`src/hdl/fsus_pkg.sv`:
```
// ----------------------------------------------------------------------------
// Fair-share user scheduler package
// Shared sizes, codes and types for the scheduler and its queue cells.
// ----------------------------------------------------------------------------
package fsus_pkg;

    localparam int MAX_TASKS = 16;
    localparam int NUM_USERS = 5;

    localparam int ID_W   = 10;
    localparam int USER_W = 3;
    localparam int PRI_W  = 8;
    localparam int TOT_W  = 32;
    localparam int FUNC_W = 2;
    localparam int ERR_W  = 2;

    localparam int LEN_W  = $clog2(MAX_TASKS + 1);
    localparam int UIDX_W = $clog2(NUM_USERS);

    typedef enum logic [FUNC_W-1:0] {
        FN_SCHED  = 2'd0,
        FN_INSERT = 2'd1,
        FN_REMOVE = 2'd2,
        FN_NONE   = 2'd3
    } func_t;

    typedef enum logic [ERR_W-1:0] {
        ERR_OK      = 2'd0,
        ERR_EMPTY   = 2'd1,
        ERR_FULL    = 2'd2,
        ERR_MISSING = 2'd3
    } err_t;

    typedef enum logic [2:0] {
        S_IDLE,
        S_EXEC,
        S_CHARGE,
        S_SCAN,
        S_PICK,
        S_DONE
    } state_t;

    typedef struct packed {
        logic [ID_W-1:0]   id;
        logic [USER_W-1:0] user;
        logic [PRI_W-1:0]  pri;
    } entry_t;

    typedef struct packed {
        logic load;
        logic shift;
    } cell_ctl_t;

    typedef struct packed {
        logic              by_user;
        logic [ID_W-1:0]   id;
        logic [USER_W-1:0] user;
    } key_t;

endpackage

```
`src/hdl/fair_share_user_scheduler.sv`:
```
// ----------------------------------------------------------------------------
// Fair-share user scheduler
// Runnable queue kept in a row of cells, per-user saturating slice totals,
// the current task and its slice counter.
// ----------------------------------------------------------------------------
//  Channel | Direction | Handshake          | Payload
//  input   | in        | in_valid/in_ready  | func, yield_flag, task_id, task_user,
//          |           |                    | task_priority
//  output  | out       | out_valid/out_ready| run_id, run_valid, error_code
//
// Insert, remove and a schedule call that keeps the current task go from the
// execute state straight to the result; a re-pick walks over the user totals,
// one user a cycle, and first passes a charge state when the current task is
// charged. One item is worked on at a time. Reset empties the queue, clears
// all totals and drops the current task. A stalled result holds the block
// until it is taken.
module fair_share_user_scheduler (
    input  logic                          clk,
    input  logic                          rst_n,
    input  logic                          in_valid,
    output logic                          in_ready,
    input  logic [fsus_pkg::FUNC_W-1:0]   func,
    input  logic                          yield_flag,
    input  logic [fsus_pkg::ID_W-1:0]     task_id,
    input  logic [fsus_pkg::USER_W-1:0]   task_user,
    input  logic [fsus_pkg::PRI_W-1:0]    task_priority,
    output logic                          out_valid,
    input  logic                          out_ready,
    output logic [fsus_pkg::ID_W-1:0]     run_id,
    output logic                          run_valid,
    output logic [fsus_pkg::ERR_W-1:0]    error_code
);
    import fsus_pkg::*;

    state_t               state_reg, state_next;
    func_t                func_reg, func_next;
    logic                 yield_reg, yield_next;
    entry_t               in_reg, in_next;
    logic [LEN_W-1:0]     len_reg, len_next;
    logic [TOT_W-1:0]     totals_reg [NUM_USERS];
    logic [TOT_W-1:0]     totals_next [NUM_USERS];
    logic [PRI_W-1:0]     cnt_reg, cnt_next;
    logic [ID_W-1:0]      cur_id_reg, cur_id_next;
    logic                 cur_valid_reg, cur_valid_next;
    logic [USER_W-1:0]    chg_user_reg, chg_user_next;
    logic [PRI_W-1:0]     chg_pri_reg, chg_pri_next;
    logic [UIDX_W-1:0]    uidx_reg, uidx_next;
    logic [UIDX_W-1:0]    best_reg, best_next;
    logic [TOT_W-1:0]     best_tot_reg, best_tot_next;
    logic                 best_valid_reg, best_valid_next;
    logic [ID_W-1:0]      res_id_reg, res_id_next;
    logic                 res_valid_reg, res_valid_next;
    err_t                 res_err_reg, res_err_next;
    logic [ID_W-1:0]      out_id_reg, out_id_next;
    logic                 out_run_reg, out_run_next;
    err_t                 out_err_reg, out_err_next;
    logic                 out_valid_reg, out_valid_next;

    key_t                 key;
    cell_ctl_t            ctl [MAX_TASKS];
    entry_t               ents [MAX_TASKS];
    logic [MAX_TASKS-1:0] hits;
    logic [MAX_TASKS:0]   seen;
    logic [MAX_TASKS-1:0] occ;
    logic                 any_hit;
    entry_t               hit_ent;
    entry_t               load_data;
    logic                 found, keep, do_remove, do_rotate, do_insert, out_free;
    logic [TOT_W:0]       charge_sum;

    assign seen[0] = 1'b0;
    assign any_hit = seen[MAX_TASKS];

    for (genvar i = 0; i < MAX_TASKS; i++)
    begin : g_cell
        assign occ[i] = (LEN_W'(i) < len_reg);
        fsus_cell u_cell (
            .clk       (clk),
            .ctl       (ctl[i]),
            .key       (key),
            .load_data (load_data),
            .nbr       ((i + 1 < MAX_TASKS) ? ents[(i + 1) % MAX_TASKS] : ents[i]),
            .occ       (occ[i]),
            .seen_in   (seen[i]),
            .ent       (ents[i]),
            .hit       (hits[i]),
            .seen_out  (seen[i + 1])
        );
    end

    always_comb
    begin
        hit_ent = '0;
        for (int i = 0; i < MAX_TASKS; i++)
        begin
            hit_ent = hit_ent | (hits[i] ? ents[i] : '0);
        end
    end

    always_comb
    begin
        found     = cur_valid_reg & any_hit;
        keep      = ~yield_reg & (cnt_reg != '0) & found;
        do_remove = (state_reg == S_EXEC) && (func_reg == FN_REMOVE) && any_hit;
        do_rotate = (state_reg == S_EXEC) && (func_reg == FN_SCHED) && !keep && found;
        do_insert = (state_reg == S_EXEC) && (func_reg == FN_INSERT)
                    && (len_reg < LEN_W'(MAX_TASKS));
        out_free  = ~out_valid_reg | out_ready;
        load_data = do_rotate ? hit_ent : in_reg;
        charge_sum = {1'b0, totals_reg[UIDX_W'(chg_user_reg)]} + (TOT_W + 1)'(chg_pri_reg);
    end

    always_comb
    begin
        key.by_user = 1'b0;
        key.id      = in_reg.id;
        key.user    = in_reg.user;
        unique case (state_reg)
            S_EXEC:
            begin
                key.id = (func_reg == FN_REMOVE) ? in_reg.id : cur_id_reg;
            end
            S_SCAN:
            begin
                key.by_user = 1'b1;
                key.user    = USER_W'(uidx_reg);
            end
            S_PICK:
            begin
                key.by_user = 1'b1;
                key.user    = USER_W'(best_reg);
            end
            default:
            begin
                key.by_user = 1'b0;
            end
        endcase
        for (int i = 0; i < MAX_TASKS; i++)
        begin
            ctl[i].shift = (do_remove || do_rotate) && seen[i + 1]
                           && (LEN_W'(i + 1) < len_reg);
            ctl[i].load  = (do_insert && (len_reg == LEN_W'(i)))
                           || (do_rotate && (len_reg == LEN_W'(i + 1)));
        end
    end

    always_comb
    begin
        state_next = state_reg;
        unique case (state_reg)
            S_IDLE:
            begin
                if (in_valid)
                begin
                    state_next = S_EXEC;
                end
            end
            S_EXEC:
            begin
                if ((func_reg == FN_SCHED) && !keep)
                begin
                    state_next = found ? S_CHARGE : S_SCAN;
                end
                else
                begin
                    state_next = S_DONE;
                end
            end
            S_CHARGE:
            begin
                state_next = S_SCAN;
            end
            S_SCAN:
            begin
                if (uidx_reg == UIDX_W'(NUM_USERS - 1))
                begin
                    state_next = S_PICK;
                end
            end
            S_PICK:
            begin
                state_next = S_DONE;
            end
            S_DONE:
            begin
                if (out_free)
                begin
                    state_next = S_IDLE;
                end
            end
            default:
            begin
                state_next = S_IDLE;
            end
        endcase
    end

    always_comb
    begin
        func_next       = func_reg;
        yield_next      = yield_reg;
        in_next         = in_reg;
        len_next        = len_reg;
        totals_next     = totals_reg;
        cnt_next        = cnt_reg;
        cur_id_next     = cur_id_reg;
        cur_valid_next  = cur_valid_reg;
        chg_user_next   = chg_user_reg;
        chg_pri_next    = chg_pri_reg;
        uidx_next       = uidx_reg;
        best_next       = best_reg;
        best_tot_next   = best_tot_reg;
        best_valid_next = best_valid_reg;
        res_id_next     = res_id_reg;
        res_valid_next  = res_valid_reg;
        res_err_next    = res_err_reg;
        out_id_next     = out_id_reg;
        out_run_next    = out_run_reg;
        out_err_next    = out_err_reg;
        out_valid_next  = out_valid_reg & ~out_ready;
        in_ready        = (state_reg == S_IDLE);

        unique case (state_reg)
            S_IDLE:
            begin
                if (in_valid)
                begin
                    func_next      = func_t'(func);
                    yield_next     = yield_flag;
                    in_next.id     = task_id;
                    in_next.user   = task_user;
                    in_next.pri    = task_priority;
                    res_id_next    = '0;
                    res_valid_next = 1'b0;
                    res_err_next   = ERR_OK;
                end
            end
            S_EXEC:
            begin
                unique case (func_reg)
                    FN_INSERT:
                    begin
                        if (do_insert)
                        begin
                            len_next = len_reg + 1'b1;
                        end
                        else
                        begin
                            res_err_next = ERR_FULL;
                        end
                    end
                    FN_REMOVE:
                    begin
                        if (any_hit)
                        begin
                            len_next = len_reg - 1'b1;
                        end
                        else
                        begin
                            res_err_next = ERR_MISSING;
                        end
                    end
                    FN_SCHED:
                    begin
                        if (keep)
                        begin
                            cnt_next       = cnt_reg - 1'b1;
                            res_id_next    = cur_id_reg;
                            res_valid_next = 1'b1;
                        end
                        else
                        begin
                            chg_user_next   = hit_ent.user;
                            chg_pri_next    = hit_ent.pri;
                            uidx_next       = '0;
                            best_valid_next = 1'b0;
                        end
                    end
                    default:
                    begin
                        res_err_next = ERR_OK;
                    end
                endcase
            end
            S_CHARGE:
            begin
                if (int'(chg_user_reg) < NUM_USERS)
                begin
                    totals_next[UIDX_W'(chg_user_reg)] =
                        charge_sum[TOT_W] ? '1 : charge_sum[TOT_W-1:0];
                end
            end
            S_SCAN:
            begin
                if (any_hit && (!best_valid_reg || (totals_reg[uidx_reg] < best_tot_reg)))
                begin
                    best_next       = uidx_reg;
                    best_tot_next   = totals_reg[uidx_reg];
                    best_valid_next = 1'b1;
                end
                if (uidx_reg != UIDX_W'(NUM_USERS - 1))
                begin
                    uidx_next = uidx_reg + 1'b1;
                end
            end
            S_PICK:
            begin
                if (best_valid_reg)
                begin
                    cur_id_next    = hit_ent.id;
                    cur_valid_next = 1'b1;
                    cnt_next       = (hit_ent.pri == '0) ? '0 : hit_ent.pri - 1'b1;
                    res_id_next    = hit_ent.id;
                    res_valid_next = 1'b1;
                end
                else
                begin
                    cur_valid_next = 1'b0;
                    cnt_next       = '0;
                    res_err_next   = ERR_EMPTY;
                end
            end
            S_DONE:
            begin
                if (out_free)
                begin
                    out_id_next    = res_id_reg;
                    out_run_next   = res_valid_reg;
                    out_err_next   = res_err_reg;
                    out_valid_next = 1'b1;
                end
            end
            default:
            begin
                in_ready = 1'b0;
            end
        endcase
    end

    always_ff @(posedge clk or negedge rst_n)
    begin
        if (!rst_n)
        begin
            state_reg     <= S_IDLE;
            len_reg       <= '0;
            cnt_reg       <= '0;
            cur_id_reg    <= '0;
            cur_valid_reg <= 1'b0;
            out_valid_reg <= 1'b0;
            for (int u = 0; u < NUM_USERS; u++)
            begin
                totals_reg[u] <= '0;
            end
        end
        else
        begin
            state_reg     <= state_next;
            len_reg       <= len_next;
            cnt_reg       <= cnt_next;
            cur_id_reg    <= cur_id_next;
            cur_valid_reg <= cur_valid_next;
            out_valid_reg <= out_valid_next;
            totals_reg    <= totals_next;
        end
    end

    always_ff @(posedge clk)
    begin
        func_reg       <= func_next;
        yield_reg      <= yield_next;
        in_reg         <= in_next;
        chg_user_reg   <= chg_user_next;
        chg_pri_reg    <= chg_pri_next;
        uidx_reg       <= uidx_next;
        best_reg       <= best_next;
        best_tot_reg   <= best_tot_next;
        best_valid_reg <= best_valid_next;
        res_id_reg     <= res_id_next;
        res_valid_reg  <= res_valid_next;
        res_err_reg    <= res_err_next;
        out_id_reg     <= out_id_next;
        out_run_reg    <= out_run_next;
        out_err_reg    <= out_err_next;
    end

    assign out_valid  = out_valid_reg;
    assign run_id     = out_id_reg;
    assign run_valid  = out_run_reg;
    assign error_code = out_err_reg;

    a_len_bound: assert property (@(posedge clk) disable iff (!rst_n)
        len_reg <= LEN_W'(MAX_TASKS))
        else $error("Queue length exceeds the number of cells.");

    a_one_hit: assert property (@(posedge clk) disable iff (!rst_n)
        $onehot0(hits))
        else $error("More than one cell claims the first match.");

    a_pick_present: assert property (@(posedge clk) disable iff (!rst_n)
        (state_reg == S_PICK) && best_valid_reg |-> any_hit)
        else $error("Chosen user has no queued task.");

    a_run_ok: assert property (@(posedge clk) disable iff (!rst_n)
        out_valid_reg && out_run_reg |-> out_err_reg == ERR_OK)
        else $error("A chosen task is reported together with an error.");

endmodule

```
`src/hdl/fsus_cell.sv`:
```
// ----------------------------------------------------------------------------
// Scheduler queue cell
// Holds one queue entry, loads or takes its right neighbor, and joins the
// first-match chain that runs from the head of the queue.
// ----------------------------------------------------------------------------
module fsus_cell (
    input  logic               clk,
    input  fsus_pkg::cell_ctl_t ctl,
    input  fsus_pkg::key_t     key,
    input  fsus_pkg::entry_t   load_data,
    input  fsus_pkg::entry_t   nbr,
    input  logic               occ,
    input  logic               seen_in,
    output fsus_pkg::entry_t   ent,
    output logic               hit,
    output logic               seen_out
);
    import fsus_pkg::*;

    entry_t ent_reg;
    logic   match;

    always_comb
    begin
        match    = key.by_user ? (ent_reg.user == key.user) : (ent_reg.id == key.id);
        hit      = occ & match & ~seen_in;
        seen_out = seen_in | (occ & match);
    end

    always_ff @(posedge clk)
    begin
        if (ctl.load)
        begin
            ent_reg <= load_data;
        end
        else if (ctl.shift)
        begin
            ent_reg <= nbr;
        end
    end

    assign ent = ent_reg;

endmodule
```
`config.mk`:
```
export PLATFORM = sky130hd
export DESIGN_NAME = fair_share_user_scheduler
export DESIGN_NICKNAME = d
export VERILOG_FILES = /design/src/hdl/fsus_pkg.sv /design/src/hdl/fair_share_user_scheduler.sv /design/src/hdl/fsus_cell.sv
export SDC_FILE = /design/constraint.sdc
export NUM_CORES = 2
export LEC_CHECK = 0
export ABC_AREA = 1
export BUFFER_PORTS_ARGS = -buffer_cell sky130_fd_sc_hd__buf_2
export CAP_MARGIN = 10
export CORE_MARGIN = 1
export CORE_UTILIZATION = 40
export DETAILED_ROUTE_END_ITERATION = 7
export GPL_ROUTABILITY_DRIVEN = 0
export PLACE_DENSITY = 0.65
export SLEW_MARGIN = 20
export SYNTH_ARGS = -nofsm -noshare
export SYNTH_HDL_FRONTEND = slang
export SYNTH_SLANG_ARGS = --single-unit
export TNS_END_PERCENT = 20
```
`constraint.sdc`:
```
create_clock -name clk -period 8.9 [get_ports clk]
set_input_delay 1.335 -clock clk [delete_from_list [all_inputs] [get_ports clk]]
set_output_delay 1.335 -clock clk [all_outputs]
set_load 0.05 [all_outputs]
```
# ---- After elaboration in Yosys (flattened, before gate mapping)
# Index checks and enable logic that the tools add are counted.
# Widths: inputs -> output; s select.
dict set report word_totals {
  inputBits 28
  ff_bits 624
  output_inout_bits 15
  elab_cells 512
}
dict set report classes {
  mux 119
  eq_ne 72
  reduce_logical 130
  order_cmp 22
  n_addsub 6
  bitwise 87
}
# cell count
set op_table {}
lappend op_table {{$mux 21} 47}
lappend op_table {{$or 21x21->21} 15}
lappend op_table {{$bmux 32 s3} 2}
lappend op_table {{$mux 32} 6}
lappend op_table {{$bwmux 160} 1}
lappend op_table {{$eq 10x10->1} 16}
lappend op_table {{$demux 32 s3} 1}
lappend op_table {{$logic_and 1x1->1} 72}
lappend op_table {{$mux 10} 6}
lappend op_table {{$eq 3x3->1} 16}
lappend op_table {{$eq 5x4->1 const B} 8}
lappend op_table {{$lt 4x5->1 const A} 8}
lappend op_table {{$reduce_bool 2->1} 18}
lappend op_table {{$and 1x1->1} 35}
lappend op_table {{$add 32x8->33} 1}
lappend op_table {{$lt 32x32->1} 1}
lappend op_table {{$mux 8} 4}
lappend op_table {{$pmux 10 s3} 1}
lappend op_table {{$mux 1} 29}
lappend op_table {{$ne 2x2->1 const B} 12}
lappend op_table {{$mux 3} 7}
lappend op_table {{$eq 5x3->1 const B} 4}
lappend op_table {{$lt 3x5->1 const A} 4}
lappend op_table {{$not 1->1} 19}
lappend op_table {{other kinds (45)} 103}

# ---- Depth between registers and ports, before layout
dict set report depth {
  depth_word 31
  ltp_mapped 39
  ltp_nobuf 37
}

# ---- Hierarchy
# A second synthesis with hierarchy kept.
dict set report unflattened {
  cells_unflattened 4781
  area_unflattened_um2 36836.6
}
# module instances cells_per_inst area_per_inst_um2 seq_area_each_um2
set modules_own_cells {}
lappend modules_own_cells {fsus_cell 16 142 1156.1 630.6}
lappend modules_own_cells {fair_share_user_scheduler 1 2509 18338.8 7707.4}

# ---- Least setup slack after synthesis
# No wires, ideal clock.
dict set report synth_path {
  path_kind {flip-flop to flip-flop}
  from {reg func_reg[0]}
  to {reg best_valid_reg (enable)}
  synth_period_minus_slack_ns 5.847
  slack_ns 3.053
  setup_ns 0.307
  n_path_buf 3
  arrival_ns 5.539
  t_required_ns 8.593
  path_stages_with_launch 26
  cell_sequence {edfxtp_1 inv_1 ha_1 inv_2 buf_2 nand2_1 nand2_1 nand2_4 nand2_2 buf_6 buf_4 a21oi_1 nand2_1 nor3_1 nand3_1 nand2_1 nand2_1 inv_1 nor2_8 nand4_2 nor2_2 nand4_2 nor3_4 a211oi_1 nor2_1 nor2_1}
}
dict set report synth_via {
  elab_chain_cells 25
  elab_cells_between_ends 74
  classes_between {eq/ne (20); mux (18); bitwise (33); reduce/logical (3)}
}
# element line_no
set synth_lines {}
lappend synth_lines {{from (decl)} fair_share_user_scheduler.sv:36} ;# func_t func_reg, func_next;
lappend synth_lines {{from (signal assigned)} fair_share_user_scheduler.sv:369} ;# func_reg <= func_next;
lappend synth_lines {{$eq 2x2->1} fair_share_user_scheduler.sv:121} ;# key.id = (func_reg == FN_REMOVE) ? in_reg.id : cur_id_reg;
lappend synth_lines {{$mux 10} fair_share_user_scheduler.sv:121}
lappend synth_lines {{$mux 10} fair_share_user_scheduler.sv:118} ;# unique case (state_reg)
lappend synth_lines {{$eq 10x10->1} fsus_cell.sv:25} ;# match = key.by_user ? (ent_reg.user == key.user) : (ent_reg.id == key.id);
lappend synth_lines {{$mux 1} fsus_cell.sv:25}
lappend synth_lines {{$and 1x1->1} fsus_cell.sv:27} ;# seen_out = seen_in | (occ & match);
lappend synth_lines {{$or 1x1->1 (15 in a row)} fsus_cell.sv:27}
lappend synth_lines {{$and 1x1->1} fair_share_user_scheduler.sv:102} ;# found = cur_valid_reg & any_hit;
lappend synth_lines {{$and 1x1->1} fair_share_user_scheduler.sv:103} ;# keep = ~yield_reg & (cnt_reg != '0) & found;
lappend synth_lines {{$ne 2x2->1 (no line)} n/a}
lappend synth_lines {{$reduce_and 4->1 (no line) *} n/a}
lappend synth_lines {{to (signal assigned)} fair_share_user_scheduler.sv:377} ;# best_valid_reg <= best_valid_next;
lappend synth_lines {{to (decl)} fair_share_user_scheduler.sv:50} ;# logic best_valid_reg, best_valid_next;
# Every way passes the cells marked *; elsewhere a longest branch is shown, timed or not.
# A chain may end at the register's enable or synchronous reset.

# ---- Final worst setup path
dict set report layout_path {
  from {reg func_reg[0]}
  to {reg g_cell[9].u_cell.ent_reg (netlist bit g_cell[9].u_cell.ent[7]) (enable)}
}
dict set report layout_via {
  elab_chain_cells 30
  elab_cells_between_ends 85
  classes_between {eq/ne (18); mux (18); bitwise (33); reduce/logical (16)}
}
# element line_no
set layout_lines {}
lappend layout_lines {{$eq 2x2->1} {fair_share_user_scheduler.sv:104, fair_share_user_scheduler.sv:121}}
lappend layout_lines {{$mux 10} fair_share_user_scheduler.sv:121}
lappend layout_lines {{$mux 10} fair_share_user_scheduler.sv:118}
lappend layout_lines {{$eq 10x10->1} fsus_cell.sv:25}
lappend layout_lines {{$mux 1} fsus_cell.sv:25}
lappend layout_lines {{$and 1x1->1} fsus_cell.sv:27}
lappend layout_lines {{$or 1x1->1 (15 in a row)} fsus_cell.sv:27}
lappend layout_lines {{$and 1x1->1} fair_share_user_scheduler.sv:102}
lappend layout_lines {{$and 1x1->1} fair_share_user_scheduler.sv:103}
lappend layout_lines {{$logic_not 1->1} fair_share_user_scheduler.sv:105} ;# do_rotate = (state_reg == S_EXEC) && (func_reg == FN_SCHED) && !keep && found;
lappend layout_lines {{$logic_and 1x1->1 (2 in a row)} fair_share_user_scheduler.sv:105}
lappend layout_lines {{$logic_or 1x1->1} n/a}
lappend layout_lines {{$logic_and 1x1->1} fair_share_user_scheduler.sv:140} ;# ctl[i].shift = (do_remove || do_rotate) && seen[i + 1]
lappend layout_lines {{$logic_and 1x1->1} fair_share_user_scheduler.sv:141} ;# && (LEN_W'(i + 1) < len_reg);
lappend layout_lines {{$reduce_bool 2->1 (no line) *} n/a}
lappend layout_lines {{to (signal assigned)} fsus_cell.sv:34} ;# ent_reg <= load_data;
lappend layout_lines {{to (signal assigned)} fsus_cell.sv:38} ;# ent_reg <= nbr;
lappend layout_lines {{to (decl)} fsus_cell.sv:20} ;# entry_t ent_reg;
# Marked as above.

==> run_results.csv <==
group,metric,value,unit
global_route,grt_pass1_wl,188000,um
routing,vias,32700,
cts,cts_tree,"built",
timing,maxSlewHeadroom,0.219,
cts,cts_setup_buffers,0,
floorplanning,initial_core_util,0.405,
cts,path_clk_slew,60,ps
layout,largest_reg_flops,336,
global_route,grt_util_all_layers,0.269,
timing,clock_skew,21.1,ps
yosys,ys_seq_area_frac,0.486,
cts,clk_latency,650,ps
yosys,synth_area_leader_cell,"edfxtp_1",
worst_setup_path,worstPathRequired,9170,ps
worst_setup_path,slowest_stage,"nand2_1",
yosys,synthCells,4582,
yosys,synth_area_leaders,"edfxtp_1, nand2_1, dfrtp_1, inv_1, o21ai_0",
floorplanning,die_y,304,um
yosys,synth-async-reset-ratio,0.301,
worst_setup_path,crit_path_frequent_cell,"nand2_1",
min_path,hold_depth,0,
power_and_ir_drop,p_leak,17.3,nW
power_and_ir_drop,power_density,299,nW/um^2
floorplanning,fp.dieArea,92700,um^2
floorplanning,io_pins,43,
yosys,synth-main-ff-cell,"edfxtp_1",
yosys,synth_fp_nets,4665,
floorplanning,coreArea,90300,um^2
worst_setup_path,rrSetupSlack,1260,ps
global_route,grt_max_degree,87,
worst_setup_path,cp_max_fo,28,
yosys,synth_area,36600,um^2
layout,layout-drive-gt1-share,0.0766,
routing,drtAntennaViolNets,0,
cts,numCtsBuffers,70,
timing,tightest_slew,1170,ps
global_route,grt_pass1_vias,30100,
worst_setup_path,r2r_end,"g_cell[9].u_cell.ent[7]",
power_and_ir_drop,p_total,12.0,mW
yosys,synth_top_area_share,0.358,
timing,final_hold_viol_count,0,
routing,totalWireLength,127000,um
place,io_buffer_count,42,
global_route,use_met3,0.0594,
routing,avgRoutedWirePerCell,22.0,um
worst_setup_path,rr_worst_depth,35,
timing,setup_tns,0,ps
routing,drt-initial-drc-count,4885,
layout,fin_nets,4611,
cts,cts_resized,0,
place,place_hpwl,88100,um
worst_setup_path,path_class,"flop to flop",
layout,area_growth,9.16,%
yosys,avgSynthCellArea,7.99,um^2
min_path,hold_class,"flop to flop",
cts,cts_max_path_buffers,3,
cts,clock-sinks,624,
global_route,globalRouteOverflowTotal,0,
worst_setup_path,cp-end-kind,"flop",
yosys,yosys.cell_types.count,60,
power_and_ir_drop,ir_drop,193,uV
timing,period_minus_slack,7640,ps
timing,rsz0062_at_grt,"no",
yosys,ys_seq_elements,624,
min_path,hp-start,"res_err_reg[1]",
worst_setup_path,start_kind,"flop",
floorplanning,rows,110,
floorplanning,fp.dieW,304,um
min_path,min_to,"error_code[1]",
worst_setup_path,crit_arrival,7900,ps
yosys,synth.most_common_cell,"nand2_1",
timing,setup_viol,0,
yosys,synth_common_cells,"nand2_1, edfxtp_1, inv_1, o21ai_0, nor2_1",
global_route,grt_antenna_before_repair,7,
routing,avgViaCountPerCell,5.67,
cts,holdBufCountCts,0,
worst_setup_path,max_stage_delay,740,ps
job,maxCapViolations,0,
timing,clock.fmax,131,MHz
timing,slew_viol_final,0,
global_route,top_usage_layer,"met2",
yosys,yosys_warnings,0,
status,status,"complete, no violations",
global_route,use_met2,0.397,
routing,first_pass_iters,8,
worst_setup_path,regToRegStartpoint,"func_reg[0]",
cts,h-tree-depth,3,
cts,root_buffer,"clkbuf_16",
global_route,grtUsageMet1,0.364,
yosys,synth_edf_count,436,
timing,period_share,0.858,
routing,route.detailed.drc,0,
==> cells in the final DEF (no fill, tap or decap), types with 41 or more instances in the layout <==
cell       instances
nor2_1           277
buf_4             46
nand4_1           56
nand2_1         1645
edfxtp_1         436
dfrtp_1          188
buf_2             41
ha_1              54
nand3_1          238
xor2_1            42
clkbuf_16         71
xnor2_1           62
inv_1            436
a21oi_1          188
o21ai_0          306
==> worst max-delay path by stage <==
stage / from / cells after the start / end
2_1_floorplan: func_reg[0] / 25 / best_valid_reg
3_3_place_gp: func_reg[0] / 33 / g_cell[9].u_cell.ent[4]
3_5_place_dp: func_reg[0] / 35 / g_cell[9].u_cell.ent[4]
4_1_cts: func_reg[0] / 35 / g_cell[9].u_cell.ent[5]
5_1_grt: func_reg[0] / 33 / g_cell[9].u_cell.ent[5]
6_report: func_reg[0] / 35 / g_cell[9].u_cell.ent[7]
==> critical path, delay by kind of cell, from the launching register on <==
kind            cells  cell delay (ps)
simple gates       24             4430
buf+inv             9             1660
flops               1              390
compound gates      1              180
fa+ha+maj           1              510
==> cell families (layout without fill, tap and decap cells) <==
group | after synthesis | in the layout | share of synthesized area
multiplexers | 21 | 21 | 0.00646
other | 0 | 2 | 0
adder cells (fa/ha/maj) | 55 | 55 | 0.0190
AND/OR/NAND/NOR | 2387 | 2387 | 0.272
flip-flops | 624 | 624 | 0.486
AO/OA/AOI/OAI | 704 | 704 | 0.112
XOR/XNOR | 104 | 104 | 0.0249
buffers and inverters | 687 | 690 | 0.0788
==> cell type report <==
| cell class | count | area, um^2 |
|---|---|---|
| repair buffers | 88 | 564 |
| multi-input cells | 3271 | 16000 |
| clock buffers | 94 | 1900 |
| well taps | 1176 | 1470 |
| fillers | 8946 | 50300 |
| clock inverters | 35 | 409 |
| diodes | 2 | 5.00 |
| flip-flops and latches | 624 | 17800 |
| inverters | 473 | 1780 |
==> layer usage <==
metal | wire (um) | vias to the layer above
met3 | 15400 | 429
met1 | 49900 | 15200
li1 | - | 15000
met2 | 53800 | 2074
met4 | 7570 | 10
met5 | 64 | -
==> metrics by stage <==
stage	instances	setup WS, ps	instance area [um^2]	hold slack (ps)	utilization
after global routing	5761	790	39900	427	0.442
after global placement	5632	1730	37600	404	0.417
final	5763	1260	39900	422	0.442
after CTS	5761	1520	39900	423	0.442
after detailed placement	5632	1540	37600	407	0.417
after floorplan	4582	3050	36600	400	-
==> power by group <==
part | total (mW) | internal (mW) | switching, mW | leakage, nW
clock | 2.98 | 1.72 | 1.26 | 1.12
combinational | 5.09 | 1.30 | 3.78 | 9.67
sequential | 3.89 | 3.61 | 0.285 | 6.49
No activity file was read; power rests on OpenSTA's default activity.
